<file path="config.mk">
export PLATFORM = sky130hd
export DESIGN_NAME = lru_frame_replacer_top
export DESIGN_NICKNAME = d
export VERILOG_FILES = /design/src/sv/lfr_pkg.sv /design/src/sv/lfr_link_ram.sv /design/src/sv/lru_frame_replacer_top.sv
export VERILOG_INCLUDE_DIRS = /design/src /design/src/sv
export SDC_FILE = /design/constraint.sdc
export NUM_CORES = 1
export LEC_CHECK = 0
export ABC_AREA = 0
export ABC_CLOCK_PERIOD_IN_PS = 16100
export BUFFER_PORTS_ARGS = -buffer_cell sky130_fd_sc_hd__buf_2
export CORE_ASPECT_RATIO = 0.6
export CORE_MARGIN = 10
export CORE_UTILIZATION = 30
export DETAILED_ROUTE_END_ITERATION = 16
export PLACE_DENSITY = 0.43
export SYNTH_ARGS = -nofsm -noshare
export SYNTH_HDL_FRONTEND = slang
export SYNTH_SLANG_ARGS = --single-unit
</file>
<file path="constraint.sdc">
create_clock -name i_clk -period 16.1 [get_ports i_clk]
set_clock_uncertainty 0.1 [all_clocks]
set_input_delay 2.415 -clock i_clk [delete_from_list [all_inputs] [get_ports i_clk]]
set_output_delay 2.415 -clock i_clk [all_outputs]
set_load 0.01 [all_outputs]
</file>
<file path="src/sv/lru_frame_replacer_top_macros.svh">
// ============================================================================
// LRU frame replacer assertion macros
// Shared concurrent assertion forms, clocked on the rising edge and
// disabled while the synchronous reset is asserted.
// ============================================================================
`ifndef LRU_FRAME_REPLACER_TOP_MACROS_SVH
`define LRU_FRAME_REPLACER_TOP_MACROS_SVH

// Property holds in the same cycle.
`define LFR_ASSERT_NOW(label, clk, rst_n, prop, msg) \
    label: assert property (@(posedge clk) disable iff (!rst_n) (prop)) else $error(msg);

// Antecedent in one cycle implies the consequent in the next cycle.
`define LFR_ASSERT_NEXT(label, clk, rst_n, ante, cons, msg) \
    label: assert property (@(posedge clk) disable iff (!rst_n) (ante) |=> (cons)) \
        else $error(msg);

`endif

</file>
<file path="src/sv/lfr_pkg.sv">
// ============================================================================
// LRU frame replacer package
// Constants, operation codes, controller states and payload types.
// ============================================================================
package lfr_pkg;

    localparam int MAX_FRAMES = 64;
    localparam int FRAME_W    = $clog2(MAX_FRAMES);
    localparam int COUNT_W    = $clog2(MAX_FRAMES + 1);

    localparam logic [COUNT_W-1:0] FRAMES_RESET = COUNT_W'(MAX_FRAMES);

    typedef enum logic [1:0] {
        OP_VICTIM = 2'd0,
        OP_PIN    = 2'd1,
        OP_UNPIN  = 2'd2
    } t_op;

    typedef enum logic {
        ST_IDLE   = 1'b0,
        ST_UPDATE = 1'b1
    } t_state;

    typedef struct packed {
        logic [1:0]         operation;
        logic [FRAME_W-1:0] frame_index;
    } t_in_item;

    typedef struct packed {
        logic               victim_found;
        logic [FRAME_W-1:0] victim_frame;
        logic [COUNT_W-1:0] evictable_count;
    } t_out_item;

endpackage

</file>
<file path="src/sv/lfr_link_ram.sv">
// ============================================================================
// LRU frame replacer link memory
// Simple dual-port synchronous RAM, one write and one registered read port.
// ============================================================================
module lfr_link_ram #(
    parameter int DEPTH = 64,
    parameter int WIDTH = 6,
    localparam int AW   = $clog2(DEPTH)
) (
    input  logic             i_clk,
    input  logic             i_wr_en,
    input  logic [AW-1:0]    i_wr_addr,
    input  logic [WIDTH-1:0] i_wr_data,
    input  logic             i_rd_en,
    input  logic [AW-1:0]    i_rd_addr,
    output logic [WIDTH-1:0] o_rd_data
);

    logic [WIDTH-1:0] r_mem [DEPTH];
    logic [WIDTH-1:0] r_rd_data;

    always_ff @(posedge i_clk) begin
        if (i_wr_en) begin
            r_mem[i_wr_addr] <= i_wr_data;
        end
    end

    always_ff @(posedge i_clk) begin
        if (i_rd_en) begin
            r_rd_data <= r_mem[i_rd_addr];
        end
    end

    assign o_rd_data = r_rd_data;

endmodule

</file>
<file path="src/sv/lru_frame_replacer_top.sv">
// ============================================================================
// LRU frame replacer top level
// The request and the link memory read of the addressed frame are
// registered on transfer; the update step then writes the links of its
// neighbors and registers the result. No new operation is taken during it.
// Reset: synchronous, active low; the list is empty and frames_in_use is 64.
// ============================================================================
`include "lru_frame_replacer_top_macros.svh"

module lru_frame_replacer_top (
    input  logic                          i_clk,
    input  logic                          i_rst_n,
    input  logic                          i_in_valid,
    output logic                          o_in_stall,
    input  lfr_pkg::t_in_item             i_in_item,
    output logic                          o_out_valid,
    input  logic                          i_out_stall,
    output lfr_pkg::t_out_item            o_out_item,
    input  logic                          i_cfg_valid,
    output logic                          o_cfg_ready,
    input  logic [lfr_pkg::COUNT_W-1:0]   i_cfg_data
);

    lfr_pkg::t_state                  r_state, n_state;
    logic [lfr_pkg::COUNT_W-1:0]      r_frames_in_use;
    logic [lfr_pkg::MAX_FRAMES-1:0]   r_in_list, n_in_list;
    logic [lfr_pkg::FRAME_W-1:0]      r_head, n_head;
    logic [lfr_pkg::FRAME_W-1:0]      r_tail, n_tail;
    logic [lfr_pkg::COUNT_W-1:0]      r_count, n_count;
    logic [1:0]                       r_op;
    logic [lfr_pkg::FRAME_W-1:0]      r_frame;
    logic                             r_ok;
    logic                             r_out_valid;
    lfr_pkg::t_out_item               r_out, n_out;

    logic                             w_in_accept;
    logic                             w_update;
    logic [lfr_pkg::FRAME_W-1:0]      w_rd_addr;
    logic [lfr_pkg::FRAME_W-1:0]      w_prev, w_next;
    logic                             w_do_unlink, w_do_append;
    logic                             w_prev_we, w_next_we;
    logic [lfr_pkg::FRAME_W-1:0]      w_prev_waddr, w_prev_wdata;
    logic [lfr_pkg::FRAME_W-1:0]      w_next_waddr, w_next_wdata;

    // ------------------------------------------------------------------
    // Controller
    // ------------------------------------------------------------------
    always_comb begin
        n_state = r_state;
        case (r_state)
            lfr_pkg::ST_IDLE: begin
                if (w_in_accept) begin
                    n_state = lfr_pkg::ST_UPDATE;
                end
            end
            lfr_pkg::ST_UPDATE: begin
                n_state = lfr_pkg::ST_IDLE;
            end
            default: begin
                n_state = lfr_pkg::ST_IDLE;
            end
        endcase
    end

    // A transfer is taken only when the output register will be free by the
    // time the update finishes.
    always_comb begin
        o_in_stall  = 1'b1;
        o_cfg_ready = 1'b0;
        w_update    = 1'b0;
        case (r_state)
            lfr_pkg::ST_IDLE: begin
                o_in_stall  = r_out_valid && i_out_stall;
                o_cfg_ready = 1'b1;
            end
            lfr_pkg::ST_UPDATE: begin
                w_update = 1'b1;
            end
            default: begin
                o_in_stall = 1'b1;
            end
        endcase
    end

    assign w_in_accept = i_in_valid && !o_in_stall;

    always_ff @(posedge i_clk) begin
        if (!i_rst_n) begin
            r_state <= lfr_pkg::ST_IDLE;
        end else begin
            r_state <= n_state;
        end
    end

    always_ff @(posedge i_clk) begin
        if (!i_rst_n) begin
            r_frames_in_use <= lfr_pkg::FRAMES_RESET;
        end else if (i_cfg_valid && o_cfg_ready) begin
            r_frames_in_use <= i_cfg_data;
        end
    end

    // ------------------------------------------------------------------
    // Request capture and node read
    // ------------------------------------------------------------------
    // A victim operation works on the current head of the list.
    assign w_rd_addr = (i_in_item.operation == lfr_pkg::OP_VICTIM) ? r_head
                                                                   : i_in_item.frame_index;

    always_ff @(posedge i_clk) begin
        if (w_in_accept) begin
            r_op    <= i_in_item.operation;
            r_frame <= w_rd_addr;
            r_ok    <= {1'b0, i_in_item.frame_index} < r_frames_in_use;
        end
    end

    lfr_link_ram #(
        .DEPTH (lfr_pkg::MAX_FRAMES),
        .WIDTH (lfr_pkg::FRAME_W)
    ) u_prev_ram (
        .i_clk     (i_clk),
        .i_wr_en   (w_prev_we),
        .i_wr_addr (w_prev_waddr),
        .i_wr_data (w_prev_wdata),
        .i_rd_en   (w_in_accept),
        .i_rd_addr (w_rd_addr),
        .o_rd_data (w_prev)
    );

    lfr_link_ram #(
        .DEPTH (lfr_pkg::MAX_FRAMES),
        .WIDTH (lfr_pkg::FRAME_W)
    ) u_next_ram (
        .i_clk     (i_clk),
        .i_wr_en   (w_next_we),
        .i_wr_addr (w_next_waddr),
        .i_wr_data (w_next_wdata),
        .i_rd_en   (w_in_accept),
        .i_rd_addr (w_rd_addr),
        .o_rd_data (w_next)
    );

    // ------------------------------------------------------------------
    // List update: at most one write to each link memory per operation
    // ------------------------------------------------------------------
    always_comb begin
        w_do_unlink  = ((r_op == lfr_pkg::OP_VICTIM) && (r_count != '0)) ||
                       ((r_op == lfr_pkg::OP_PIN) && r_ok && r_in_list[r_frame]);
        w_do_append  = (r_op == lfr_pkg::OP_UNPIN) && r_ok && !r_in_list[r_frame];

        n_head       = r_head;
        n_tail       = r_tail;
        n_count      = r_count;
        n_in_list    = r_in_list;
        w_prev_we    = 1'b0;
        w_prev_waddr = w_next;
        w_prev_wdata = w_prev;
        w_next_we    = 1'b0;
        w_next_waddr = w_prev;
        w_next_wdata = w_next;

        if (w_do_unlink) begin
            if (r_frame == r_head) begin
                n_head = w_next;
            end else begin
                w_next_we = 1'b1;
            end
            if (r_frame == r_tail) begin
                n_tail = w_prev;
            end else begin
                w_prev_we = 1'b1;
            end
            n_in_list[r_frame] = 1'b0;
            n_count            = r_count - lfr_pkg::COUNT_W'(1);
            if (n_count == '0) begin
                n_head = '0;
                n_tail = '0;
            end
        end else if (w_do_append) begin
            // The next link of the tail is never read, so it is left alone.
            w_prev_we    = 1'b1;
            w_prev_waddr = r_frame;
            w_prev_wdata = r_tail;
            if (r_count == '0) begin
                n_head = r_frame;
            end else begin
                w_next_we    = 1'b1;
                w_next_waddr = r_tail;
                w_next_wdata = r_frame;
            end
            n_tail             = r_frame;
            n_in_list[r_frame] = 1'b1;
            n_count            = r_count + lfr_pkg::COUNT_W'(1);
        end

        if (!w_update) begin
            w_prev_we = 1'b0;
            w_next_we = 1'b0;
        end

        n_out.victim_found    = (r_op == lfr_pkg::OP_VICTIM) && (r_count != '0);
        n_out.victim_frame    = n_out.victim_found ? r_frame : '0;
        n_out.evictable_count = n_count;
    end

    always_ff @(posedge i_clk) begin
        if (!i_rst_n) begin
            r_in_list <= '0;
            r_head    <= '0;
            r_tail    <= '0;
            r_count   <= '0;
        end else if (w_update) begin
            r_in_list <= n_in_list;
            r_head    <= n_head;
            r_tail    <= n_tail;
            r_count   <= n_count;
        end
    end

    // ------------------------------------------------------------------
    // Output register
    // ------------------------------------------------------------------
    always_ff @(posedge i_clk) begin
        if (!i_rst_n) begin
            r_out_valid <= 1'b0;
        end else if (w_update) begin
            r_out_valid <= 1'b1;
        end else if (!i_out_stall) begin
            r_out_valid <= 1'b0;
        end
    end

    always_ff @(posedge i_clk) begin
        if (w_update) begin
            r_out <= n_out;
        end
    end

    assign o_out_valid = r_out_valid;
    assign o_out_item  = r_out;

    // ------------------------------------------------------------------
    // Assertions
    // ------------------------------------------------------------------
    `LFR_ASSERT_NOW(a_count_matches_flags, i_clk, i_rst_n,
                    r_count == $countones(r_in_list),
                    "evictable count disagrees with list flags")
    `LFR_ASSERT_NOW(a_ends_in_list, i_clk, i_rst_n,
                    (r_count == '0) || (r_in_list[r_head] && r_in_list[r_tail]),
                    "head or tail frame is not in the list")
    `LFR_ASSERT_NOW(a_out_free_on_update, i_clk, i_rst_n,
                    !w_update || !r_out_valid,
                    "update would overwrite a pending result")
    `LFR_ASSERT_NEXT(a_accept_updates, i_clk, i_rst_n, w_in_accept, w_update,
                     "accepted operation did not reach the update step")

endmodule

</file>
Word level (Yosys, flattened, before mapping)
Memories as Yosys holds them, arrays and structs flattened. A register that Yosys moved wholly into a read port is not among the register bits.
Cells that the tools add are included.
{"block": "word_totals", "out_inout_bits": 17, "ram_bits": 768, "wordCells": 101, "ff_bits": 115, "mem_count": 2, "input_bits": 20}
{"block": "op_classes", "addsub": 2, "bitwise": 4, "reduce_logical": 22, "mux": 48, "n_eq_ne": 7, "n_lt_le_gt_ge": 3}
{"memory": "u_next_ram.r_mem", "depth": 64, "word_bits": 6, "rd": 1, "rd_clocked_by_memory_dff": 1, "wr": 1, "line": "lfr_link_ram.sv:19", "rtl": "logic [WIDTH-1:0] r_mem [DEPTH];"}
{"memory": "u_prev_ram.r_mem", "depth": 64, "word_bits": 6, "rd": 1, "rd_clocked_by_memory_dff": 1, "wr": 1, "line": "lfr_link_ram.sv:19"}
{"cell": "64-bit two-way mux", "count": 2}
{"cell": "6-bit two-way mux", "count": 20}
{"cell": "64-bit bitwise AND", "count": 1}
{"cell": "64-bit inverter", "count": 1}
{"cell": "64-bit OR", "count": 1}
{"cell": "1-bit two-way mux", "count": 21}
{"cell": "7-bit logical NOT", "count": 2}
{"cell": "7-bit two-way mux", "count": 2}
{"cell": "6-bit equality test", "count": 2}
{"cell": "1-bit logical AND", "count": 9}
{"cell": "7-bit by 1-bit adder with 7-bit output (second input constant)", "count": 1}
{"cell": "6-bit by 7-bit less-than comparator with 1-bit output", "count": 1}
{"cell": "6-bit by 7-bit less-than comparator with 1-bit output (second input constant)", "count": 1}
{"cell": "7-bit nonzero test", "count": 1}
{"cell": "7-bit by 1-bit subtractor with 7-bit output (second input constant)", "count": 1}
{"cell": "1-bit binary-select mux with 6-bit select", "count": 1}
{"cell": "1-bit demux with 6-bit select", "count": 1}
{"cell": "6-bit by 1-bit >= comparator with 1-bit output (second input constant)", "count": 1}
{"cell": "3-bit by 1-bit inequality test with 1-bit output (second input constant)", "count": 2}
{"cell": "2-bit logical NOT", "count": 2}
{"cell": "4-bit AND reduction", "count": 1}
{"cell": "2-bit nonzero test", "count": 2}
{"cell": "3-bit AND reduction", "count": 1}
{"cell": "2-bit by 1-bit equality test with 1-bit output (second input constant)", "count": 1}
{"cell": "7 further kinds", "count": 8}

Depth between registers and ports, before layout
Gate-level depths: netlist of the first run.
{"block": "logic_depth", "word_depth": 9, "mapped_depth": 15, "depth_no_buf": 11}

Hierarchy
A second synthesis of the first run with hierarchy kept.
{"block": "unflattened", "hier_cells": 2227, "hier_area_um2": 37146.9}
{"mod": "lfr_link_ram", "n_inst": 2, "seq_area_each_um2": 11711.2, "area_per_inst_um2": 15285.9, "cells_each": 720}
{"mod": "lru_frame_replacer_top", "n_inst": 1, "seq_area_each_um2": 2532.4, "area_per_inst_um2": 6575.1, "cells_each": 787}

Worst setup path after synthesis of the first run
No wires, ideal clock.
{"block": "synth_path", "kind": "register to register", "from": "register r_frame[1] in the netlist's numbering", "to": "memory u_prev_ram.r_mem[0][4] (data pin)", "synth_period_minus_slack_ps": 5607, "slack_ps": 10493, "setup_ps": 702, "arrival_time_ps": 4806, "n_path_buf": 6, "stages_incl_launch_ff": 13, "required_time_ps": 15298, "cell_sequence": "edfxtp_1 -> buf_4 -> or2_2 -> o22ai_1 -> o21ai_0 -> and4_1 -> buf_2 -> and3_1 -> buf_4 -> buf_6 -> buf_4 -> buf_2 -> o21ai_0"}
{"block": "synth_via", "elab_chain_cells": 6, "elab_cells_between_ends": 8, "cone_classes": "mux (4); reduce/logical (4)"}
{"item": "start: declaration", "line": "lru_frame_replacer_top.sv:31", "rtl": "logic [lfr_pkg::FRAME_W-1:0] r_frame;"}
{"item": "start signal: assignment", "line": "lru_frame_replacer_top.sv:113", "rtl": "r_frame <= w_rd_addr;"}
{"item": "1-bit binary-select mux with 6-bit select *", "line": "lru_frame_replacer_top.sv:149, lru_frame_replacer_top.sv:150"}
{"item": "1-bit two-way mux (implied by the code) *", "line": "lru_frame_replacer_top.sv:149, lru_frame_replacer_top.sv:150"}
{"item": "1-bit logical NOT", "line": "lru_frame_replacer_top.sv:150", "rtl": "w_do_append = (r_op == lfr_pkg::OP_UNPIN) && r_ok && !r_in_list[r_frame];"}
{"item": "1-bit logical AND", "line": "lru_frame_replacer_top.sv:150"}
{"item": "6-bit two-way mux", "line": "lru_frame_replacer_top.sv:180", "rtl": "end else if (w_do_append) begin"}
{"item": "6-bit two-way mux *", "line": "lru_frame_replacer_top.sv:163", "rtl": "if (w_do_unlink) begin"}
{"item": "via u_prev_ram.i_wr_data[4]", "line": "lfr_link_ram.sv:13", "rtl": "input logic [WIDTH-1:0] i_wr_data,"}
{"item": "end: declaration", "line": "lfr_link_ram.sv:19"}
The timed path passes the listed nets; every way through them passes the cells marked *. The select of a mux whose other input is x is not followed.

Worst setup path after layout of the first run
{"block": "layout_path", "from": "input i_in_item[7] in the netlist's numbering", "to": "register u_prev_ram.r_rd_data[5] (netlist: u_prev_ram.o_rd_data[5]), read port of u_prev_ram.r_mem (data pin)"}
{"block": "layout_via", "elab_chain_cells": 2}
{"item": "start: declaration", "line": "lru_frame_replacer_top.sv:15", "rtl": "input lfr_pkg::t_in_item i_in_item,"}
{"item": "2-bit logical NOT", "line": "lru_frame_replacer_top.sv:107", "rtl": "assign w_rd_addr = (i_in_item.operation == lfr_pkg::OP_VICTIM) ? r_head"}
{"item": "6-bit two-way mux", "line": "lru_frame_replacer_top.sv:107"}
{"item": "end: declaration", "line": "lfr_link_ram.sv:20", "rtl": "logic [WIDTH-1:0] r_rd_data;"}
No other way between the ends.
A chain may end at the register's enable or synchronous reset.

==> summary.log, run 1 <==
[status] status finished, final reports clean
[yosys] Synth top area share 63.3%
[sta] fraction of the cycle the final worst path needs 39.0%
[sta] total negative slack 0 ns
[sta] transition time of the tightest slew-check pin 1.32 ns
[worst_setup_path] Setup Crit Path Kind input pin to register
[routing] number of vias in the routed layout 25,800
[sta] Slew Viols, Final 0
[worst_setup_path] CP endpoint u_prev_ram.o_rd_data[5]
[pwr] P_leak 0.0141 µW
[worst_setup_path] kind of start point of the critical path input pin
[placement] count of buffers inserted at the top-level ports 36
[clock_tree] CTS Sinks 895
[floorplanning] Initial Util 30.2%
[routing] Post-DRT Antenna Nets 0
[pwr] clock network fraction of design power 40.2%
[sta] Final Hold Violating Endpoints 0
[sta] setup repair after global routing missed its margin no
[global_routing] overall track demand over capacity in global routing 16.9%
[routing] total DRC errors in the routed layout 0
[worst_setup_path] Worst Path Arrival 6.76 ns
[pwr] IR drop worst, VDD 0.0000761 V
[clock_tree] TritonCTS clock tree built
[clock_tree] clock root buffer sky130_fd_sc_hd__clkbuf_16
[clock_tree] number of cells upsized or downsized after cts 0
[yosys] mean instance size in the synthesized netlist 11.9 µm²
[pwr] switching part of the total 26.4%
[yosys] most instantiated flip-flop cell in the synthesis netlist sky130_fd_sc_hd__edfxtp_1
[sta] normalized max-slew margin 11.6%
[yosys] sequential fraction of the synthesis area 68.1%
[worst_setup_path] worst-case register-to-register setup slack 10.10 ns
[global_routing] pin count of the biggest net entering global routing 167
[clock_tree] maximum count of clock buffers along a single path 3
[yosys] synthesized net count 3,222
[clock_tree] TritonCTS buffer count 88
[pwr] net switching power 1390 µW
[yosys] number of enable flip-flop cells after synthesis 803
[pwr] Gate power share 10.0%
[clock_tree] CTS H-tree lvls 3
[global_routing] met3 capacity usage during global routing 4.83%
[worst_setup_path] Levels on crit path 13
[routing] drt via density 5.25
[yosys] leading post-synthesis cells by cell area sky130_fd_sc_hd__edfxtp_1 63%, sky130_fd_sc_hd__nand2_1 7.8%, sky130_fd_sc_hd__dfxtp_1 4.8%
[global_routing] antenna violations before repair 5
[yosys] combined area of all synthesized cells 0.0381 mm²
[pwr] Internal 3900 µW
[yosys] FFs w/ async S/R, synth 0%
[sta] final setup violation count 0
[final_layout] layout overhead on the synthesized area 12.6%
[floorplanning] IO Count 37
[sta] achievable clock frequency 159 MHz
[pwr] sequential fraction of design power 49.8%
[worst_setup_path] chain of cells forming the critical path buf_2, o21ai_1, buf_4, and2_4, buf_4, buf_4, buf_4, nand2_1, and3_1, a311oi_1, a31oi_1, a21oi_1, a221o_1
[yosys] largest area contributor in the synthesized netlist sky130_fd_sc_hd__edfxtp_1
[global_routing] global routing's busiest layer met1
[routing] total length of routed wires 123,000 µm
[floorplanning] Core Area 0.126 mm²
[worst_setup_path] r2r worst-path depth 10
[run] number of max-cap violations 0
[global_routing] global-route wire length before repair 179,000 µm
[routing] 1st-pass router iterations 6
[yosys] total of warnings raised by yosys 0
[clock_tree] CTS hold repair buffers 0
[floorplanning] number of standard-cell rows in the floorplan 101
[floorplanning] total die area 0.142 mm²
[worst_setup_path] buffer and inverter count on the worst path 5
[yosys] leading cell type by number of instances after synthesis sky130_fd_sc_hd__edfxtp_1
[placement] Cell Count Post-Placement 4,754
[worst_setup_path] maximum fanout along the worst path 69
[final_layout] number of non-filler instances in the completed layout 4,918
[placement] Post-DP HPWL 75,200 µm
[routing] routed length per instance 25.1 µm
[yosys] count of mapped cells out of synthesis 3,194
[global_routing] grt met1 use 27.8%
[global_routing] grt total ovfl 0
[worst_setup_path] delay of the slowest cell on the worst path 0.79 ns
[placement] Final GP Congestion 0.797
[worst_setup_path] required time at the endpoint of the critical path 16.59 ns
[worst_setup_path] library cell contributing the largest single delay on the critical path sky130_fd_sc_hd__buf_4
[clock_tree] post-CTS setup buffers 0
[floorplanning] die width 480 µm
[yosys] count of distinct cell types in the synthesized netlist 82
[global_routing] global routing met2 resource utilization 20.9%
[clock_tree] clock latency of the later-clocked register in the worst-skew pair 0.71 ns
[worst_setup_path] Crit Reg-Reg Endpoint u_next_ram.r_mem[44][4]
[sta] post-layout min period 6.28 ns
[hold_path] class of the tightest hold or removal check register to register
[global_routing] vias in the first global route 24,300
[yosys] list of most frequent post-synthesis cells 803 x sky130_fd_sc_hd__edfxtp_1, 788 x sky130_fd_sc_hd__nand2_1, 217 x sky130_fd_sc_hd__nand3_1
[yosys] number of storage elements in the synthesis netlist 895
[final_layout] final net count 3,173
[worst_setup_path] cell repeated most along the worst path sky130_fd_sc_hd__buf_4
[routing] initial detailed-routing violation count 2,645
[worst_setup_path] cell family contributing the most delay on the critical path buffers and inverters
[pwr] total power divided by cell area 123 mW/mm²
[worst_setup_path] CP startpoint i_in_item[7]
[worst_setup_path] RR Startpoint r_frame[0]
[final_layout] fraction of final layout cells with drive strength greater than 1 10.4%
[worst_setup_path] capturing element type of the critical path register
[clock_tree] clock slew seen by the registers of the worst setup and hold paths 0.07 ns
[floorplanning] die extent in y 296 µm
[flip-flops by register name, summed over array words and instances, names as in the netlist, 2 cells and up, named ones only]
signal,count
r_head,6
r_tail,6
u_prev_ram.o_rd_data,6
r_frame,6
u_prev_ram.r_mem,384
r_count,7
o_out_item,14
r_op,2
r_frames_in_use,7
u_next_ram.r_mem,384
u_next_ram.o_rd_data,6
[how the worst min path moves through the flow]
stage               slack [ns]                  to               start  cells after the start
floorplan                 0.33            register            register                      2
global placement          0.35            register            register                      2
detailed placement        0.35            register            register                      2
CTS                       0.37            register            register                      2
global route              0.38  r_frames_in_use[6]  r_frames_in_use[6]                      2
finish                    0.37            register            register                      2
[through the flow]
stage,instance area (µm²),utilization [%],total power (µW),hold slack (ns),setup slack [ns]
global placement,40000,31.7,3220,0.347,9.12
detailed placement,40000,31.7,3210,0.355,9.10
CTS,42900,33.9,5340,0.370,9.86
global route,42900,34.0,5470,0.383,9.52
floorplan,38100,-,2980,0.331,10.49
finish,42900,34.0,5290,0.368,9.82
[metal layers]
layer	vias to the layer above	part of all wire [%]
met5	-	0.011
met4	2	1.6
met3	127	8.3
met2	819	37
met1	13100	53
li1	11800	-
[area by class of cell]
class / count / area [µm²]
clock buffers: 110 / 2340
flip-flops and latches: 895 / 26000
multi-input cells: 2045 / 11200
well taps: 1699 / 2130
inverters: 19 / 83.8
diodes: 2 / 5.00
repair buffers: 96 / 668
fillers: 12700 / 83500
clock inverters: 52 / 549
[power groups by stage]
stage | Combinational [µW] | Sequential (µW) | Clock, µW
after detailed placement | 529 | 2680 | 0
final | 527 | 2640 | 2130
after CTS | 529 | 2630 | 2170
after floorplan | 308 | 2670 | 0
after global routing | 570 | 2640 | 2260
after global placement | 531 | 2680 | 0
[cell usage in the layout, fill, tap and decap left out, types with 9 or more instances in the layout]
cell type                   instances
sky130_fd_sc_hd__a211oi_1          45
sky130_fd_sc_hd__a21oi_1           65
sky130_fd_sc_hd__a221o_1           12
sky130_fd_sc_hd__a221oi_1          12
sky130_fd_sc_hd__a22oi_1            9
sky130_fd_sc_hd__a311oi_1         134
sky130_fd_sc_hd__a31o_2            13
sky130_fd_sc_hd__a31oi_1           63
sky130_fd_sc_hd__and2_1            10
sky130_fd_sc_hd__and3_1           115
sky130_fd_sc_hd__buf_2             36
sky130_fd_sc_hd__buf_4             57
sky130_fd_sc_hd__clkbuf_1          18
sky130_fd_sc_hd__clkbuf_16         89
sky130_fd_sc_hd__clkinv_1          18
sky130_fd_sc_hd__clkinv_2          16
sky130_fd_sc_hd__dfxtp_1           91
sky130_fd_sc_hd__edfxtp_1         803
sky130_fd_sc_hd__inv_1             12
sky130_fd_sc_hd__mux2i_1           31
sky130_fd_sc_hd__nand2_1          778
sky130_fd_sc_hd__nand2_2           11
sky130_fd_sc_hd__nand2b_1          16
sky130_fd_sc_hd__nand3_1          217
sky130_fd_sc_hd__nor2_1           189
sky130_fd_sc_hd__nor3_1            78
sky130_fd_sc_hd__nor3b_1            9
sky130_fd_sc_hd__o211ai_1           9
sky130_fd_sc_hd__o21ai_0           52
sky130_fd_sc_hd__o221a_2           18
sky130_fd_sc_hd__o32ai_1           12
sky130_fd_sc_hd__xnor2_1           12
[worst register-to-register path, cell delays in order (launching register included)]
cell                       delay, ns
sky130_fd_sc_hd__edfxtp_1       0.32
sky130_fd_sc_hd__buf_4          0.62
sky130_fd_sc_hd__mux4_2         0.69
sky130_fd_sc_hd__mux2_2         0.30
sky130_fd_sc_hd__nand3_1        0.11
sky130_fd_sc_hd__and4_1         0.34
sky130_fd_sc_hd__and3_2         0.73
sky130_fd_sc_hd__buf_4          0.49
sky130_fd_sc_hd__nand2_1        0.42
sky130_fd_sc_hd__a41oi_1        1.10
sky130_fd_sc_hd__nor2_1         0.41
[kinds of logic (layout without fill, tap and decap cells)]
| family | count (synthesis) | after routing | share of synthesized area (%) |
|---|---|---|---|
| compound gates | 485 | 485 | 9.63 |
| xor+xnor | 20 | 20 | 0.460 |
| fa+ha+maj | 8 | 8 | 0.263 |
| buf+inv | 254 | 277 | 2.85 |
| flops | 895 | 895 | 68.1 |
| mux | 47 | 47 | 1.40 |
| other cells | 0 | 2 | 0 |
| simple gates | 1485 | 1485 | 17.3 |
No activity file was read; power rests on OpenSTA's default activity.
==> run 2: changes to the inputs <==
- ABC_CLOCK_PERIOD_IN_PS: 16100 -> 5020
- PLACE_DENSITY: 0.43 -> 0.44
- clock period: 16.1 -> 5.02 ns (I/O delays scaled with it)
==> run 2 against run 1 <==
Compared with the run above:
- critical endpoint is now u_prev_ram.r_mem[8][5]
- total power grew to 3.3 times the previous value
- sequential cell count stayed put
- first-iteration DRC count is 7.1% higher
- clock power increased to 3.3 times the previous value
- clock-buffer cell count increased by 4
- routed wire length shrank 2.1%
- worst setup slack lost 9.5 ns
- highest routed layer is now met4
- final cell count grew 2.6%
- utilization is 1.0 points higher
==> summary.log, run 2 (synthesis gave the netlist of run 1 again) <==
[status] status finished, final reports clean
[placement] Final GP Congestion 0.806
[final_layout] number of non-filler instances in the completed layout 5,044
[clock_tree] CTS hold repair buffers 0
[final_layout] most common cell after layout, fill and taps aside sky130_fd_sc_hd__edfxtp_1
[routing] 1st-pass router iterations 8
[placement] post-detailed-placement cell area 0.0413 mm²
[clock_tree] clock root buffer sky130_fd_sc_hd__clkbuf_16
[pwr] total power divided by cell area 389 mW/mm²
[worst_setup_path] Setup Crit Path Kind register to register
[sta] final setup violation count 0
[worst_setup_path] capturing element type of the critical path register
[final_layout] commonest cells after routing, fill and taps aside 803 x sky130_fd_sc_hd__edfxtp_1, 778 x sky130_fd_sc_hd__nand2_1, 217 x sky130_fd_sc_hd__nand3_1, 190 x sky130_fd_sc_hd__nor2_1, 160 x sky130_fd_sc_hd__buf_4
[sta] achievable clock frequency 211 MHz
[floorplanning] Initial Util 30.2%
[floorplanning] IO Count 37
[sta] normalized max-slew margin 20.6%
[worst_setup_path] required time at the endpoint of the critical path 5.23 ns
[global_routing] vias in the first global route 24,800
[placement] Post-DP HPWL 76,400 µm
[worst_setup_path] kind of start point of the critical path register
[floorplanning] number of standard-cell rows in the floorplan 101
[clock_tree] TritonCTS buffer count 88
[floorplanning] Core Area 0.126 mm²
[placement] Cell Count Post-Placement 4,882
[sta] total negative slack 0 ns
[global_routing] pin count of the biggest net entering global routing 97
[global_routing] antenna violations before repair 2
[clock_tree] maximum count of clock buffers along a single path 3
[sta] Final Hold Violating Endpoints 0
[sta] post-layout min period 4.74 ns
[floorplanning] die width 480 µm
[placement] count of buffers inserted at the top-level ports 36
[clock_tree] TritonCTS clock tree built
[sta] setup repair after global routing missed its margin no
[worst_setup_path] r2r worst-path depth 10
[final_layout] layout overhead on the synthesized area 16.0%
[routing] Post-DRT Antenna Nets 0
[clock_tree] number of cells upsized or downsized after cts 0
[worst_setup_path] delay of the slowest cell on the worst path 0.78 ns
[routing] initial detailed-routing violation count 2,832
[worst_setup_path] cell repeated most along the worst path sky130_fd_sc_hd__nor3_1
[final_layout] final net count 3,301
[final_layout] fraction of final layout cells with drive strength greater than 1 13.6%
[worst_setup_path] Worst Path Arrival 4.95 ns
[global_routing] global-route wire length before repair 176,000 µm
[sta] fraction of the cycle the final worst path needs 94.4%
[sta] transition time of the tightest slew-check pin 1.16 ns
[hold_path] cell count of the worst hold path 1
[clock_tree] CTS Sinks 895
[routing] total length of routed wires 121,000 µm
[floorplanning] die extent in y 296 µm
[final_layout] Fillers 12,400
[sta] Slew Viols, Final 0
[worst_setup_path] library cell contributing the largest single delay on the critical path sky130_fd_sc_hd__nor3_1
[routing] routed length per instance 23.9 µm
[final_layout] Finished Cell Area 0.0442 mm²
[pwr] IR drop worst, VDD 0.000267 V
[clock_tree] CTS H-tree lvls 3
[routing] number of vias in the routed layout 26,000
[global_routing] overall track demand over capacity in global routing 16.5%
[run] number of max-cap violations 0
[clock_tree] post-CTS setup buffers 0
[worst_setup_path] chain of cells forming the critical path nor2b_1, buf_4, a22oi_1, nand3_1, and4_1, nand3_4, nor3_1, o211ai_1, buf_12, nor3_1
[clock_tree] clock slew seen by the registers of the worst setup and hold paths 0.06 ns
[worst_setup_path] maximum fanout along the worst path 17
[floorplanning] total die area 0.142 mm²
[pwr] P_leak 0.0149 µW
[clock_tree] clock latency of the later-clocked register in the worst-skew pair 0.70 ns
[routing] drt via density 5.15
[global_routing] grt total ovfl 0
[routing] total DRC errors in the routed layout 0
[final_layout] final standard cell utilization of the core 35.0%
[hold_path] class of the tightest hold or removal check input pin to register
[run 2: cell count changes in the layout (fill, tap and decap cells not counted), moves of 2 or more]
cell                         delta
sky130_fd_sc_hd__buf_12        +25
sky130_fd_sc_hd__buf_4        +103
sky130_fd_sc_hd__bufinv_16      +3
sky130_fd_sc_hd__clkbuf_1       +2
sky130_fd_sc_hd__clkbuf_16      +2
sky130_fd_sc_hd__clkinv_2       -3
sky130_fd_sc_hd__clkinvlp_4     -3
[run 2: through the flow]
| stage | total power [µW] | hold WS [ns] | setup slack (ns) |
|---|---|---|---|
| final | 17200 | 0.177 | 0.280 |
| after global routing | 17800 | 0.146 | 0.102 |
| after CTS | 17400 | 0.121 | 0.419 |
| after detailed placement | 10400 | 0.356 | 0.402 |
| after global placement | 10400 | 0.348 | 0.404 |
| after floorplan | 9550 | 0.331 | 0.515 |
[run 2: final cells by class]
type                       count  area, µm²  area share, %
clock inverter                47        552           1.25
antenna                        1       2.50        0.00566
clock buffer                 114       2390           5.41
multi-input combinational   2045      11200           25.2
tap                         1699       2130           4.81
timing repair buffer         224       1940           4.39
sequential                   895      26000           58.7
inverter                      19       83.8          0.190
[run 2: worst max-delay path: cells and delay by family (launching register included)]
| family | cells | cell delay (ns) |
|---|---|---|
| buffers and inverters | 2 | 0.49 |
| flip-flops | 1 | 0.63 |
| AO/OA/AOI/OAI | 2 | 0.46 |
| AND/OR/NAND/NOR | 6 | 2.66 |
[run 2: where the power goes]
group	internal [µW]	switching, µW
Sequential	8360	78.8
Combinational	489	1330
Clock	3940	3010
[run 2: worst paths after layout]
kind	from	endpoint	slack (ns)
min	i_in_item[7]	r_op[1]	0.18
min reg2reg	register	register	0.37
max	r_frame[1]	u_prev_ram.r_mem[8][5]	0.28
max reg2reg	r_frame[1]	u_prev_ram.r_mem[8][5]	0.28
[run 2: metal layers]
metal  wire length, µm  global-route usage, %
met3              8860                   3.82
met5                 0                      0
met4              2080                   3.43
met1             63000                   26.8
met2             46800                   21.5
==> run 3: changes to the inputs <==
- ABC_CLOCK_PERIOD_IN_PS: 5020 -> 6100
- PLACE_DENSITY: 0.44 -> 0.43
- clock period: 5.02 -> 6.1 ns (I/O delays scaled with it)
==> run 3 against run 2 <==
Compared with the run above:
- die area stayed put
- register-to-register slack better by 0.70 ns
- critical endpoint is now u_prev_ram.r_mem[40][5]
- critical path type unchanged
- utilization is 0.71 points lower
- worst hold slack better by 0.16 ns
- via count is 0.22% lower
- clock-buffer cell count is 1 lower
- largest cell class unchanged
- sequential cell count stayed put
- sequential share of layout area is 1.2 points higher
- total power is 20% lower
- design area is 2.0% lower
==> summary.log, run 3 (synthesis gave the netlist of run 1 again) <==
[status] status finished, final reports clean
[global_routing] antenna violations before repair 2
[sta] Final Hold Violating Endpoints 0
[clock_tree] clock slew seen by the registers of the worst setup and hold paths 0.07 ns
[global_routing] vias in the first global route 24,500
[sta] normalized max-slew margin 20.8%
[worst_setup_path] Setup Crit Path Kind register to register
[worst_setup_path] Worst Path Arrival 5.33 ns
[clock_tree] number of cells upsized or downsized after cts 0
[final_layout] fraction of final layout cells with drive strength greater than 1 11.4%
[pwr] sequential fraction of design power 50.4%
[floorplanning] total die area 0.142 mm²
[clock_tree] clock latency of the later-clocked register in the worst-skew pair 0.70 ns
[pwr] clock network fraction of design power 39.0%
[sta] Final WS setup 0.979 ns
[floorplanning] number of standard-cell rows in the floorplan 101
[pwr] P_leak 0.0144 µW
[floorplanning] die width 480 µm
[routing] total length of routed wires 122,000 µm
[placement] worst setup slack before clock tree synthesis 0.992 ns
[worst_setup_path] worst-case register-to-register setup slack 0.98 ns
[global_routing] pin count of the biggest net entering global routing 171
[sta] setup repair after global routing missed its margin no
[sta] post-layout min period 5.12 ns
[sta] achievable clock frequency 195 MHz
[worst_setup_path] required time at the endpoint of the critical path 6.31 ns
[final_layout] final net count 3,230
[floorplanning] die extent in y 296 µm
[clock_tree] CTS Sinks 895
[routing] drt via density 5.21
[clock_tree] CTS H-tree lvls 3
[pwr] Gate power share 10.5%
[routing] 1st-pass router iterations 6
[clock_tree] TritonCTS buffer count 87
[run] number of max-cap violations 0
[hold_path] class of the tightest hold or removal check input pin to register
[floorplanning] Initial Util 30.2%
[clock_tree] CTS hold repair buffers 0
[floorplanning] IO Count 37
[final_layout] layout overhead on the synthesized area 13.6%
[global_routing] global-route wire length before repair 179,000 µm
[sta] transition time of the tightest slew-check pin 1.18 ns
[sta] final setup violation count 0
[pwr] Internal 10,200 µW
[pwr] switching part of the total 26.3%
[clock_tree] TritonCTS clock tree built
[sta] fraction of the cycle the final worst path needs 84.0%
[placement] count of buffers inserted at the top-level ports 36
[floorplanning] Core Area 0.126 mm²
[sta] hold slack 0.337 ns
[routing] number of vias in the routed layout 25,900
[placement] Cell Count Post-Placement 4,812
[clock_tree] post-CTS setup buffers 0
[worst_setup_path] capturing element type of the critical path register
[sta] Slew Viols, Final 0
[global_routing] overall track demand over capacity in global routing 16.8%
[routing] Post-DRT Antenna Nets 0
[worst_setup_path] kind of start point of the critical path register
[routing] total DRC errors in the routed layout 0
[final_layout] most common cell after layout, fill and taps aside sky130_fd_sc_hd__edfxtp_1
[routing] routed length per instance 24.6 µm
[global_routing] grt total ovfl 0
[clock_tree] maximum count of clock buffers along a single path 3
[pwr] total power divided by cell area 318 mW/mm²
[pwr] IR drop worst, VDD 0.000213 V
[placement] Post-DP HPWL 76,000 µm
[final_layout] commonest cells after routing, fill and taps aside 803 x sky130_fd_sc_hd__edfxtp_1, 778 x sky130_fd_sc_hd__nand2_1, 217 x sky130_fd_sc_hd__nand3_1, 190 x sky130_fd_sc_hd__nor2_1, 134 x sky130_fd_sc_hd__a311oi_1
[placement] Final GP Congestion 0.832
[sta] total negative slack 0 ns
[routing] initial detailed-routing violation count 2,590
[worst_setup_path] maximum fanout along the worst path 33
[pwr] net switching power 3620 µW
[final_layout] number of non-filler instances in the completed layout 4,969
[clock_tree] clock root buffer sky130_fd_sc_hd__clkbuf_16
-- run 3: metal layers --
metal | GRT usage [%] | wire (µm) | part of all wire [%]
met1 | 27.5 | 64800 | 53
met2 | 21.5 | 46200 | 38
met3 | 4.50 | 9570 | 7.8
met4 | 3.00 | 1840 | 1.5
met5 | 0 | 0 | 0
-- run 3: power groups by stage --
stage	sequential (µW)	clock [µW]	combinational (µW)
3_5_place_dp	7080	0	1460
2_1_floorplan	7050	0	813
6_report	6950	5380	1450
5_1_grt	6950	5750	1570
3_3_place_gp	7080	0	1460
4_1_cts	6950	5490	1460
-- run 3: worst paths after layout --
path                            cells after the start               start                 endpoint
worst max-delay path                                9          r_frame[3]  u_prev_ram.r_mem[40][5]
worst max register to register                      9          r_frame[3]  u_prev_ram.r_mem[40][5]
worst min-delay path                                1        i_in_item[7]                  r_op[1]
worst min register to register                      2  r_frames_in_use[6]       r_frames_in_use[6]
-- run 3: cell type report --
cell class	count	area [µm²]
fill	12600	83100
sequential	895	26000
multi-input combinational	2045	11200
clock buffer	113	2340
tap	1699	2130
timing repair buffer	154	1270
clock inverter	42	379
inverter	19	83.8
antenna	2	5.00
-- run 3: critical path, stage by stage (launching register included) --
cell and delay (ns):
sky130_fd_sc_hd__edfxtp_1 0.50, sky130_fd_sc_hd__nor2b_1 0.76, sky130_fd_sc_hd__and2_1 0.48, sky130_fd_sc_hd__nand3_1 0.18, sky130_fd_sc_hd__and4_1 0.29, sky130_fd_sc_hd__and3_2 0.48
sky130_fd_sc_hd__nor4_1 0.36, sky130_fd_sc_hd__o211ai_1 0.45, sky130_fd_sc_hd__buf_4 0.32, sky130_fd_sc_hd__nor3_1 0.78
-- run 3: metrics by stage --
| step | util (%) | power [µW] | cell area [µm²] |
|---|---|---|---|
| global placement | 32.1 | 8540 | 40600 |
| global route | 34.3 | 14300 | 43300 |
| finish | 34.3 | 13800 | 43300 |
| floorplan | - | 7860 | 38100 |
| detailed placement | 32.1 | 8540 | 40600 |
| CTS | 34.3 | 13900 | 43300 |
